[config.mk]
export PLATFORM = sky130hd
export DESIGN_NAME = pgp_secret_key_packet_parser
export DESIGN_NICKNAME = d
export VERILOG_FILES = /design/src/sv/pgp_skp_pkg.sv /design/src/sv/pgp_skp_csr.sv /design/src/sv/pgp_skp_core.sv /design/src/sv/pgp_secret_key_packet_parser.sv
export SDC_FILE = /design/constraint.sdc
export NUM_CORES = 1
export LEC_CHECK = 0
export ABC_CLOCK_PERIOD_IN_PS = 5700
export BUFFER_PORTS_ARGS = -buffer_cell sky130_fd_sc_hd__buf_2
export CORE_ASPECT_RATIO = 1.5
export CORE_MARGIN = 1.5
export CORE_UTILIZATION = 53
export CTS_CLUSTER_SIZE = 28
export DETAILED_ROUTE_END_ITERATION = 12
export GPL_ROUTABILITY_DRIVEN = 1
export PLACE_DENSITY = 0.75
export SLEW_MARGIN = 30
export SYNTH_ARGS = -nofsm -noshare
export SYNTH_HDL_FRONTEND = slang
export SYNTH_SLANG_ARGS = --single-unit
[constraint.sdc]
create_clock -name clock -period 5.7 [get_ports clock]
set_input_delay 0.855 -clock clock [delete_from_list [all_inputs] [get_ports clock]]
set_output_delay 0.855 -clock clock [all_outputs]
set_load 0.005 [all_outputs]
[src/sv/pgp_skp_pkg.sv]
// Shared types and codes for the secret key packet parser.
package pgp_skp_pkg;

   // Event codes on the result channel
   localparam logic [2:0] EV_NONE     = 3'd0;
   localparam logic [2:0] EV_HEADER   = 3'd1;
   localparam logic [2:0] EV_KEY      = 3'd2;
   localparam logic [2:0] EV_MPI_BITS = 3'd3;
   localparam logic [2:0] EV_MPI_DATA = 3'd4;
   localparam logic [2:0] EV_MPI_ALL  = 3'd5;
   localparam logic [2:0] EV_ERROR    = 3'd6;

   // Latched error codes
   localparam logic [1:0] ERR_NONE    = 2'd0;
   localparam logic [1:0] ERR_HEADER  = 2'd1;
   localparam logic [1:0] ERR_UNSUPP  = 2'd2;
   localparam logic [1:0] ERR_EARLY   = 2'd3;

   // One request: a message byte and its end marker
   typedef struct packed {
      logic [7:0] msg_byte;
      logic       last_byte;
   } req_type;

   // One response per request
   typedef struct packed {
      logic [2:0]  event_res;
      logic [4:0]  packet_type;
      logic        new_format;
      logic [31:0] content_length;
      logic [31:0] creation_time;
      logic [7:0]  key_algo;
      logic [1:0]  mpi_index;
      logic [15:0] mpi_bit_count;
      logic [7:0]  data_byte;
      logic [1:0]  error_code;
   } rsp_type;

   // Configuration seen by the parser
   typedef struct packed {
      logic [7:0] key_version;
      logic [7:0] key_algorithm;
   } cfg_type;

endpackage

[src/sv/pgp_skp_csr.sv]
// Configuration registers behind the APB-style port.
module pgp_skp_csr (
   input  logic                 clock,
   input  logic                 reset,
   input  logic                 csr_psel,
   input  logic                 csr_penable,
   input  logic                 csr_pwrite,
   input  logic [2:0]           csr_paddr,
   input  logic [31:0]          csr_pwdata,
   output logic [31:0]          csr_prdata,
   output logic                 csr_pready,
   output pgp_skp_pkg::cfg_type cfg
);
   import pgp_skp_pkg::*;

   localparam logic REG_KEY_VERSION   = 1'b0;
   localparam logic REG_KEY_ALGORITHM = 1'b1;

   logic [7:0] key_version_ff, key_version_in;
   logic [7:0] key_algorithm_ff, key_algorithm_in;
   logic       wr_en;
   logic       reg_sel;

   assign csr_pready = 1'b1;
   assign wr_en      = csr_psel & csr_penable & csr_pwrite & csr_pready;
   assign reg_sel    = csr_paddr[2];

   // Register write decode
   always_comb begin
      key_version_in   = key_version_ff;
      key_algorithm_in = key_algorithm_ff;
      if (wr_en) begin
         unique case (reg_sel)
            REG_KEY_VERSION:   key_version_in   = csr_pwdata[7:0];
            REG_KEY_ALGORITHM: key_algorithm_in = csr_pwdata[7:0];
            default: ;
         endcase
      end
   end

   always_ff @(posedge clock) begin
      if (reset) begin
         key_version_ff   <= 8'd4;
         key_algorithm_ff <= 8'd17;
      end else begin
         key_version_ff   <= key_version_in;
         key_algorithm_ff <= key_algorithm_in;
      end
   end

   // Read mux
   always_comb begin
      unique case (reg_sel)
         REG_KEY_VERSION:   csr_prdata = {24'd0, key_version_ff};
         REG_KEY_ALGORITHM: csr_prdata = {24'd0, key_algorithm_ff};
         default:           csr_prdata = 32'd0;
      endcase
   end

   assign cfg.key_version   = key_version_ff;
   assign cfg.key_algorithm = key_algorithm_ff;

endmodule

[src/sv/pgp_skp_core.sv]
// Parser state registers and the per-byte next-state and response logic.
module pgp_skp_core #(
   parameter int MPI_COUNT = 4
) (
   input  logic                 clock,
   input  logic                 reset,
   input  logic                 step,
   input  pgp_skp_pkg::req_type req,
   input  pgp_skp_pkg::cfg_type cfg,
   output pgp_skp_pkg::rsp_type rsp
);
   import pgp_skp_pkg::*;

   localparam int MCW = (MPI_COUNT > 1) ? $clog2(MPI_COUNT) : 1;

   // Parse phases
   localparam logic [3:0] PH_IDLE    = 4'd0;
   localparam logic [3:0] PH_OLDLEN  = 4'd1;
   localparam logic [3:0] PH_NEWLEN1 = 4'd2;
   localparam logic [3:0] PH_NEWLEN2 = 4'd3;
   localparam logic [3:0] PH_NEWLEN4 = 4'd4;
   localparam logic [3:0] PH_VERSION = 4'd5;
   localparam logic [3:0] PH_TIME    = 4'd6;
   localparam logic [3:0] PH_ALGO    = 4'd7;
   localparam logic [3:0] PH_BITS    = 4'd8;
   localparam logic [3:0] PH_DATA    = 4'd9;
   localparam logic [3:0] PH_SKIP    = 4'd10;
   localparam logic [3:0] PH_DONE    = 4'd11;
   localparam logic [3:0] PH_ERROR   = 4'd12;

   localparam logic [4:0] TYPE_SECRET_KEY    = 5'd5;
   localparam logic [4:0] TYPE_SECRET_SUBKEY = 5'd7;

   logic [3:0]     phase_ff, phase_in;
   logic [2:0]     fcnt_ff, fcnt_in;
   logic [31:0]    len_ff, len_in;
   logic [4:0]     type_ff, type_in;
   logic           fmt_ff, fmt_in;
   logic [31:0]    time_ff, time_in;
   logic [7:0]     algo_ff, algo_in;
   logic [MCW-1:0] mpi_cnt_ff, mpi_cnt_in;
   logic [15:0]    bits_ff, bits_in;
   logic [13:0]    left_ff, left_in;
   logic [1:0]     err_ff, err_in;

   logic [7:0]     b;
   logic [2:0]     ev;
   logic [1:0]     err;
   logic [7:0]     dbyte;
   logic [MCW-1:0] idx;
   logic [3:0]     idx_wide;
   logic           mpi_last;
   logic           key_type;
   logic [16:0]    bits_round;
   logic           in_body;

   assign b        = req.msg_byte;
   assign key_type = (type_ff == TYPE_SECRET_KEY) || (type_ff == TYPE_SECRET_SUBKEY);
   assign mpi_last = ((MCW + 1)'(mpi_cnt_ff) + (MCW + 1)'(1)) >= (MCW + 1)'(MPI_COUNT);

   // Next state for one message byte
   always_comb begin
      phase_in   = phase_ff;
      fcnt_in    = fcnt_ff;
      len_in     = len_ff;
      type_in    = type_ff;
      fmt_in     = fmt_ff;
      time_in    = time_ff;
      algo_in    = algo_ff;
      mpi_cnt_in = mpi_cnt_ff;
      bits_in    = bits_ff;
      left_in    = left_ff;
      err_in     = err_ff;
      ev         = EV_NONE;
      err        = ERR_NONE;
      dbyte      = 8'd0;
      idx        = mpi_cnt_ff;
      bits_round = 17'd0;

      unique case (phase_ff)
         PH_IDLE: begin
            if (!b[7]) begin
               err = ERR_HEADER;
            end else if (b[6]) begin
               fmt_in   = 1'b1;
               type_in  = b[4:0];
               phase_in = PH_NEWLEN1;
            end else begin
               fmt_in  = 1'b0;
               type_in = {1'b0, b[5:2]};
               if (b[1:0] == 2'd3) begin
                  err = ERR_UNSUPP;
               end else begin
                  fcnt_in  = (b[1:0] == 2'd0) ? 3'd1 : ((b[1:0] == 2'd1) ? 3'd2 : 3'd4);
                  len_in   = 32'd0;
                  phase_in = PH_OLDLEN;
               end
            end
         end
         PH_OLDLEN, PH_NEWLEN4: begin
            len_in  = {len_ff[23:0], b};
            fcnt_in = fcnt_ff - 3'd1;
            if (fcnt_in == 3'd0) begin
               ev       = EV_HEADER;
               phase_in = key_type ? PH_VERSION : PH_SKIP;
            end
         end
         PH_NEWLEN1: begin
            if (b <= 8'd191) begin
               len_in   = {24'd0, b};
               ev       = EV_HEADER;
               phase_in = key_type ? PH_VERSION : PH_SKIP;
            end else if (b <= 8'd223) begin
               len_in   = {16'd0, b - 8'd192, 8'd0};
               phase_in = PH_NEWLEN2;
            end else if (b == 8'd255) begin
               len_in   = 32'd0;
               fcnt_in  = 3'd4;
               phase_in = PH_NEWLEN4;
            end else begin
               // partial body lengths are not handled
               err = ERR_UNSUPP;
            end
         end
         PH_NEWLEN2: begin
            len_in   = len_ff + {24'd0, b} + 32'd192;
            ev       = EV_HEADER;
            phase_in = key_type ? PH_VERSION : PH_SKIP;
         end
         PH_VERSION: begin
            if (b != cfg.key_version) begin
               err = ERR_UNSUPP;
            end else begin
               time_in  = 32'd0;
               fcnt_in  = 3'd4;
               phase_in = PH_TIME;
            end
         end
         PH_TIME: begin
            time_in = {time_ff[23:0], b};
            fcnt_in = fcnt_ff - 3'd1;
            if (fcnt_in == 3'd0) begin
               phase_in = PH_ALGO;
            end
         end
         PH_ALGO: begin
            algo_in = b;
            if (b != cfg.key_algorithm) begin
               err = ERR_UNSUPP;
            end else begin
               ev         = EV_KEY;
               mpi_cnt_in = '0;
               idx        = '0;
               fcnt_in    = 3'd2;
               phase_in   = PH_BITS;
            end
         end
         PH_BITS: begin
            bits_in = (fcnt_ff == 3'd2) ? {8'd0, b} : {bits_ff[7:0], b};
            fcnt_in = fcnt_ff - 3'd1;
            if (fcnt_in == 3'd0) begin
               bits_round = {1'b0, bits_in} + 17'd7;
               left_in    = bits_round[16:3];
               if (left_in == 14'd0) begin
                  if (mpi_last) begin
                     ev       = EV_MPI_ALL;
                     phase_in = PH_DONE;
                  end else begin
                     ev         = EV_MPI_BITS;
                     mpi_cnt_in = mpi_cnt_ff + 1'b1;
                     fcnt_in    = 3'd2;
                     phase_in   = PH_BITS;
                  end
               end else begin
                  ev       = EV_MPI_BITS;
                  phase_in = PH_DATA;
               end
            end
         end
         PH_DATA: begin
            dbyte   = b;
            left_in = left_ff - 14'd1;
            ev      = EV_MPI_DATA;
            if (left_in == 14'd0) begin
               if (mpi_last) begin
                  ev       = EV_MPI_ALL;
                  phase_in = PH_DONE;
               end else begin
                  mpi_cnt_in = mpi_cnt_ff + 1'b1;
                  fcnt_in    = 3'd2;
                  phase_in   = PH_BITS;
               end
            end
         end
         default: ;
      endcase

      // Errors; an early end only counts when no other error hit this byte
      in_body = (phase_in >= PH_OLDLEN) && (phase_in <= PH_DATA);
      if (err != ERR_NONE) begin
         err_in   = err;
         phase_in = PH_ERROR;
         ev       = EV_ERROR;
      end else if (req.last_byte && in_body) begin
         err_in = ERR_EARLY;
         ev     = EV_ERROR;
      end
      if (ev == EV_ERROR) begin
         dbyte = 8'd0;
      end
   end

   assign idx_wide = 4'(idx);

   // Response reflects the updated state before the end-of-message restart
   assign rsp.event_res      = ev;
   assign rsp.packet_type    = type_in;
   assign rsp.new_format     = fmt_in;
   assign rsp.content_length = len_in;
   assign rsp.creation_time  = time_in;
   assign rsp.key_algo       = algo_in;
   assign rsp.mpi_index      = idx_wide[1:0];
   assign rsp.mpi_bit_count  = bits_in;
   assign rsp.data_byte      = dbyte;
   assign rsp.error_code     = err_in;

   // State registers; the last byte of a message restarts the parser
   always_ff @(posedge clock) begin
      if (reset || (step && req.last_byte)) begin
         phase_ff   <= PH_IDLE;
         fcnt_ff    <= 3'd0;
         len_ff     <= 32'd0;
         type_ff    <= 5'd0;
         fmt_ff     <= 1'b0;
         time_ff    <= 32'd0;
         algo_ff    <= 8'd0;
         mpi_cnt_ff <= '0;
         bits_ff    <= 16'd0;
         left_ff    <= 14'd0;
         err_ff     <= ERR_NONE;
      end else if (step) begin
         phase_ff   <= phase_in;
         fcnt_ff    <= fcnt_in;
         len_ff     <= len_in;
         type_ff    <= type_in;
         fmt_ff     <= fmt_in;
         time_ff    <= time_in;
         algo_ff    <= algo_in;
         mpi_cnt_ff <= mpi_cnt_in;
         bits_ff    <= bits_in;
         left_ff    <= left_in;
         err_ff     <= err_in;
      end
   end

   // Checks
   a_restart: assert property (@(posedge clock) disable iff (reset)
      step && req.last_byte |=> phase_ff == PH_IDLE && err_ff == ERR_NONE)
      else $error("parser did not restart after last byte");

   a_err_code: assert property (@(posedge clock) disable iff (reset)
      step && ev == EV_ERROR |-> err_in != ERR_NONE)
      else $error("error event without error code");

   a_data_left: assert property (@(posedge clock) disable iff (reset)
      phase_ff == PH_DATA |-> left_ff != 14'd0)
      else $error("data phase with no bytes left");

   a_data_phase: assert property (@(posedge clock) disable iff (reset)
      step && ev == EV_MPI_DATA |-> phase_ff == PH_DATA)
      else $error("data event outside data phase");

endmodule

[src/sv/pgp_secret_key_packet_parser.sv]
// Top level of the secret key packet parser: request and response registers.
//
//   port group  direction  contents
//   req_*       in         message byte and end marker, valid/stall
//   rsp_*       out        event, decoded header and key fields, valid/stall
//   csr_*       in/out     key_version at 0x0, key_algorithm at 0x4
//
// One request per cycle while rsp_stall is low; a response is valid once its
// request has passed the request register and then the parse step into the
// response register. req_stall rises only while the request register is full
// and a stalled response blocks it. Reset clears all parser state at once; the
// byte marked last_byte restarts the parser, the configuration registers stay.
module pgp_secret_key_packet_parser #(
   parameter int MPI_COUNT = 4
) (
   input  logic                 clock,
   input  logic                 reset,
   input  logic                 req_valid,
   output logic                 req_stall,
   input  pgp_skp_pkg::req_type req_data,
   output logic                 rsp_valid,
   input  logic                 rsp_stall,
   output pgp_skp_pkg::rsp_type rsp_data,
   input  logic                 csr_psel,
   input  logic                 csr_penable,
   input  logic                 csr_pwrite,
   input  logic [2:0]           csr_paddr,
   input  logic [31:0]          csr_pwdata,
   output logic [31:0]          csr_prdata,
   output logic                 csr_pready
);
   import pgp_skp_pkg::*;

   cfg_type cfg;
   req_type req_ff;
   rsp_type rsp_ff;
   rsp_type rsp_next;
   logic    req_v_ff, req_v_in;
   logic    rsp_v_ff, rsp_v_in;
   logic    out_free;
   logic    step;
   logic    req_take;

   pgp_skp_csr u_csr (
      .clock       (clock),
      .reset       (reset),
      .csr_psel    (csr_psel),
      .csr_penable (csr_penable),
      .csr_pwrite  (csr_pwrite),
      .csr_paddr   (csr_paddr),
      .csr_pwdata  (csr_pwdata),
      .csr_prdata  (csr_prdata),
      .csr_pready  (csr_pready),
      .cfg         (cfg)
   );

   pgp_skp_core #(
      .MPI_COUNT (MPI_COUNT)
   ) u_core (
      .clock (clock),
      .reset (reset),
      .step  (step),
      .req   (req_ff),
      .cfg   (cfg),
      .rsp   (rsp_next)
   );

   // Handshake: the parse step runs when the response register can take it
   assign out_free  = !rsp_v_ff || !rsp_stall;
   assign step      = req_v_ff && out_free;
   assign req_stall = req_v_ff && !out_free;
   assign req_take  = req_valid && !req_stall;

   assign req_v_in = req_take || (req_v_ff && !step);
   assign rsp_v_in = step || (rsp_v_ff && rsp_stall);

   always_ff @(posedge clock) begin
      if (reset) begin
         req_v_ff <= 1'b0;
         rsp_v_ff <= 1'b0;
      end else begin
         req_v_ff <= req_v_in;
         rsp_v_ff <= rsp_v_in;
      end
   end

   // Payload registers
   always_ff @(posedge clock) begin
      if (req_take) begin
         req_ff <= req_data;
      end
      if (step) begin
         rsp_ff <= rsp_next;
      end
   end

   assign rsp_valid = rsp_v_ff;
   assign rsp_data  = rsp_ff;

endmodule

==> metrics.cfg <==
[status]
status = finished, final reports clean

[critical_path]
critPathArrivalTime_ns = 4.49
reg2regPathDepth = 8
end_kind = flip-flop
crit_required_ns = 6.09
timing.rr.start = req_ff[5]$_DFFE_PP_
r2r_slack_ns = 1.60
path_max_fanout = 16
startpoint = req_ff[5]$_DFFE_PP_
crit_type = reg2reg
worst_setup_path_start_kind = flip-flop

[timing]
fmax_mhz = 244
fin_skew_ns = 0.0118
rsz0062_at_grt = no
fin_ws_ns = 1.60
fin_crit_ns = 4.10
hold_violations = 0
setup_tns_ns = 0
setup_viol_count_final = 0
post-route-period-util_pct = 71.9
report.final.slew_viol_count = 0
max_slew_margin_pct = 36.5
worstMarginPinSlew_ns = 0.953

[power]
vdd_ir_drop_max_mv = 0.254
leakagePower_nw = 5.69
powerDensity_mw_per_mm2 = 275

[finish]
layout.cells.non_filler = 1915
final_common_cell = nand2_1
post-route-util_pct = 60.8
fin_nets = 1649
mostFrequentLayoutCells = 240 x nand2_1, 143 x buf_2, 137 x dfxtp_1
n_fill_cell = 2123
area_growth_pct = 11.9
register_area_sq_mm = 0.00629
multiInputGateArea_sq_mm = 0.00638
drive_gt1_share_pct = 15.7
antenna_cells = 0

[place]
post-place-cells = 1871
port_buffers = 143
hpwl_microns = 23500
place_congestion = 0.949
pre_cts_slack_ns = 1.61

[logic_synthesis]
synth_area_leaders = edfxtp_1 27%, dfxtp_1 21%, nand2_1 6.8%, a21oi_1 5.0%, nor2_1 3.3%
synth.distinct_cells = 82
synth_flop_cell = dfxtp_1
ys_warn_count = 0
synth_edf_count = 118
synth_top_area_cell = edfxtp_1
yosysTopAreaCellShare_pct = 26.6
ys_ff_latch = 255
synth.avg_cell_area_sq_um = 8.93
syn_inst = 1491
async_flop_share_pct = 0
synth_seq_area_share_pct = 47.2
syn-cell-area_sq_mm = 0.0133

[clock_network]
cts-resized-gates = 0
cts_tree = yes
cts.clk_slew.worst_paths_ns = 0.07
cts_buffers = 24
cts_sinks = 255
hold_buffers = 0
postCtsSetupBuffers = 0
cts_max_path_buffers = 3
clock_tree.root_cell = clkbuf_16
cts-htree-levels = 1
clk_latency_ns = 0.53

[global_route]
grt_remaining_overflow = 0
antenna_found_initial = 0
grt_pass1_vias = 10900
grt_max_degree = 114
grt_pass1_wl_microns = 54800
grtUsageTotal_pct = 25.7

[floorplan]
die_h_microns = 197
coreArea_sq_mm = 0.0245
die_x_microns = 132
start_util_pct = 54.3
boundaryPins = 195
rows = 70
dieArea_sq_mm = 0.0261

[min_path]
min_from = u_core.bits_ff[10]$_SDFFE_PP0P_
holdPathStages = 2
hold_path.class = reg2reg

[route]
detail-route-antenna-nets = 0
drtPass1Iterations = 5
vias = 11600
dr.first_iter.drc_count = 1138
routedWlPerCell_microns = 18.0
wirelength_microns = 34500
drc = 0
avgViaCountPerCell = 6.07

[flow_run]
max_cap_violations = 0

worst max-delay path, cell delays in order, from the launching register on:
cell	delay (ns)
edfxtp_1	0.98
o311ai_1	0.25
or3_1	0.48
nor4_1	0.43
o311ai_1	0.15
or4_4	0.48
a31o_4	0.29
a211oi_2	0.65
and2_1	0.23
per-layer routing:
metal	vias to the layer above	global-route usage [%]	wire (microns)
met5	-	0	0
met4	0	11.6	1480
met3	113	3.39	2250
met2	497	46.3	17300
met1	5504	30.5	13500
li1	5514	-	-
worst paths after layout:
check,end
worst max-delay path,rsp_data[9]$_SDFFCE_PP0P_
worst max register to register,rsp_data[9]$_SDFFCE_PP0P_
worst min-delay path,u_core.bits_ff[10]$_SDFFE_PP0P_
worst min register to register,u_core.bits_ff[10]$_SDFFE_PP0P_
Yosys cell counts, types with 18 or more instances:
library cell  number
a21oi_1          132
a22o_1            36
buf_4             28
clkbuf_1          93
dfxtp_1          137
edfxtp_1         118
ha_1              24
inv_1             41
nand2_1          241
nand3_1           37
nor2_1           116
nor3_1            42
nor4_1            19
o21ai_0           82
xnor2_1           18
xor2_1            23
power breakdown:
| part | internal [mW] | total (mW) | switching [mW] |
|---|---|---|---|
| combinational | 0.154 | 0.449 | 0.295 |
| clock | 0.895 | 1.60 | 0.705 |
| sequential | 1.99 | 2.05 | 0.0610 |
| total | 3.04 | 4.10 | 1.06 |
registers in the layout, indices dropped and copies added, names as in the netlist:
signal,cells
u_core.algo_ff,8
u_core.left_ff,14
u_core.mpi_cnt_ff,2
u_core.err_ff,2
req_v_ff,1
u_core.fmt_ff,1
req_ff,9
u_core.phase_ff,4
u_csr.key_version_ff,8
rsp_data,109
u_core.time_ff,32
u_csr.key_algorithm_ff,8
u_core.fcnt_ff,3
rsp_valid,1
u_core.len_ff,32
u_core.bits_ff,16
u_core.type_ff,5
kinds of logic after synthesis:
| kind of cell | after synthesis | share of synthesized area (%) |
|---|---|---|
| AND/OR/NAND/NOR | 564 | 19.7 |
| flip-flops | 255 | 47.2 |
| AO/OA/AOI/OAI | 403 | 19.9 |
| buffers and inverters | 174 | 5.75 |
| XOR/XNOR | 41 | 2.70 |
| adder cells (fa/ha/maj) | 25 | 2.41 |
| other | 2 | 0.0564 |
| multiplexers | 27 | 2.17 |
cell type report:
| class | count | area share (%) |
|---|---|---|
| Clock buffer | 28 | 4.27 |
| Timing Repair Buffer | 165 | 5.91 |
| Clock inverter | 16 | 1.01 |
| Inverter | 42 | 1.09 |
| Tap cell | 324 | 2.72 |
| Multi-Input combinational cell | 1085 | 42.8 |
| Sequential cell | 255 | 42.2 |
metrics by stage:
stage	cell area [sq um]	hold slack [ns]	power (mW)
floorplan	13400	0.434	2.39
global placement	14100	0.440	2.52
detailed placement	14100	0.445	2.53
CTS	14900	0.455	4.11
global route	14900	0.473	4.23
finish	14900	0.453	4.10
(Power assumes the default switching activity.)
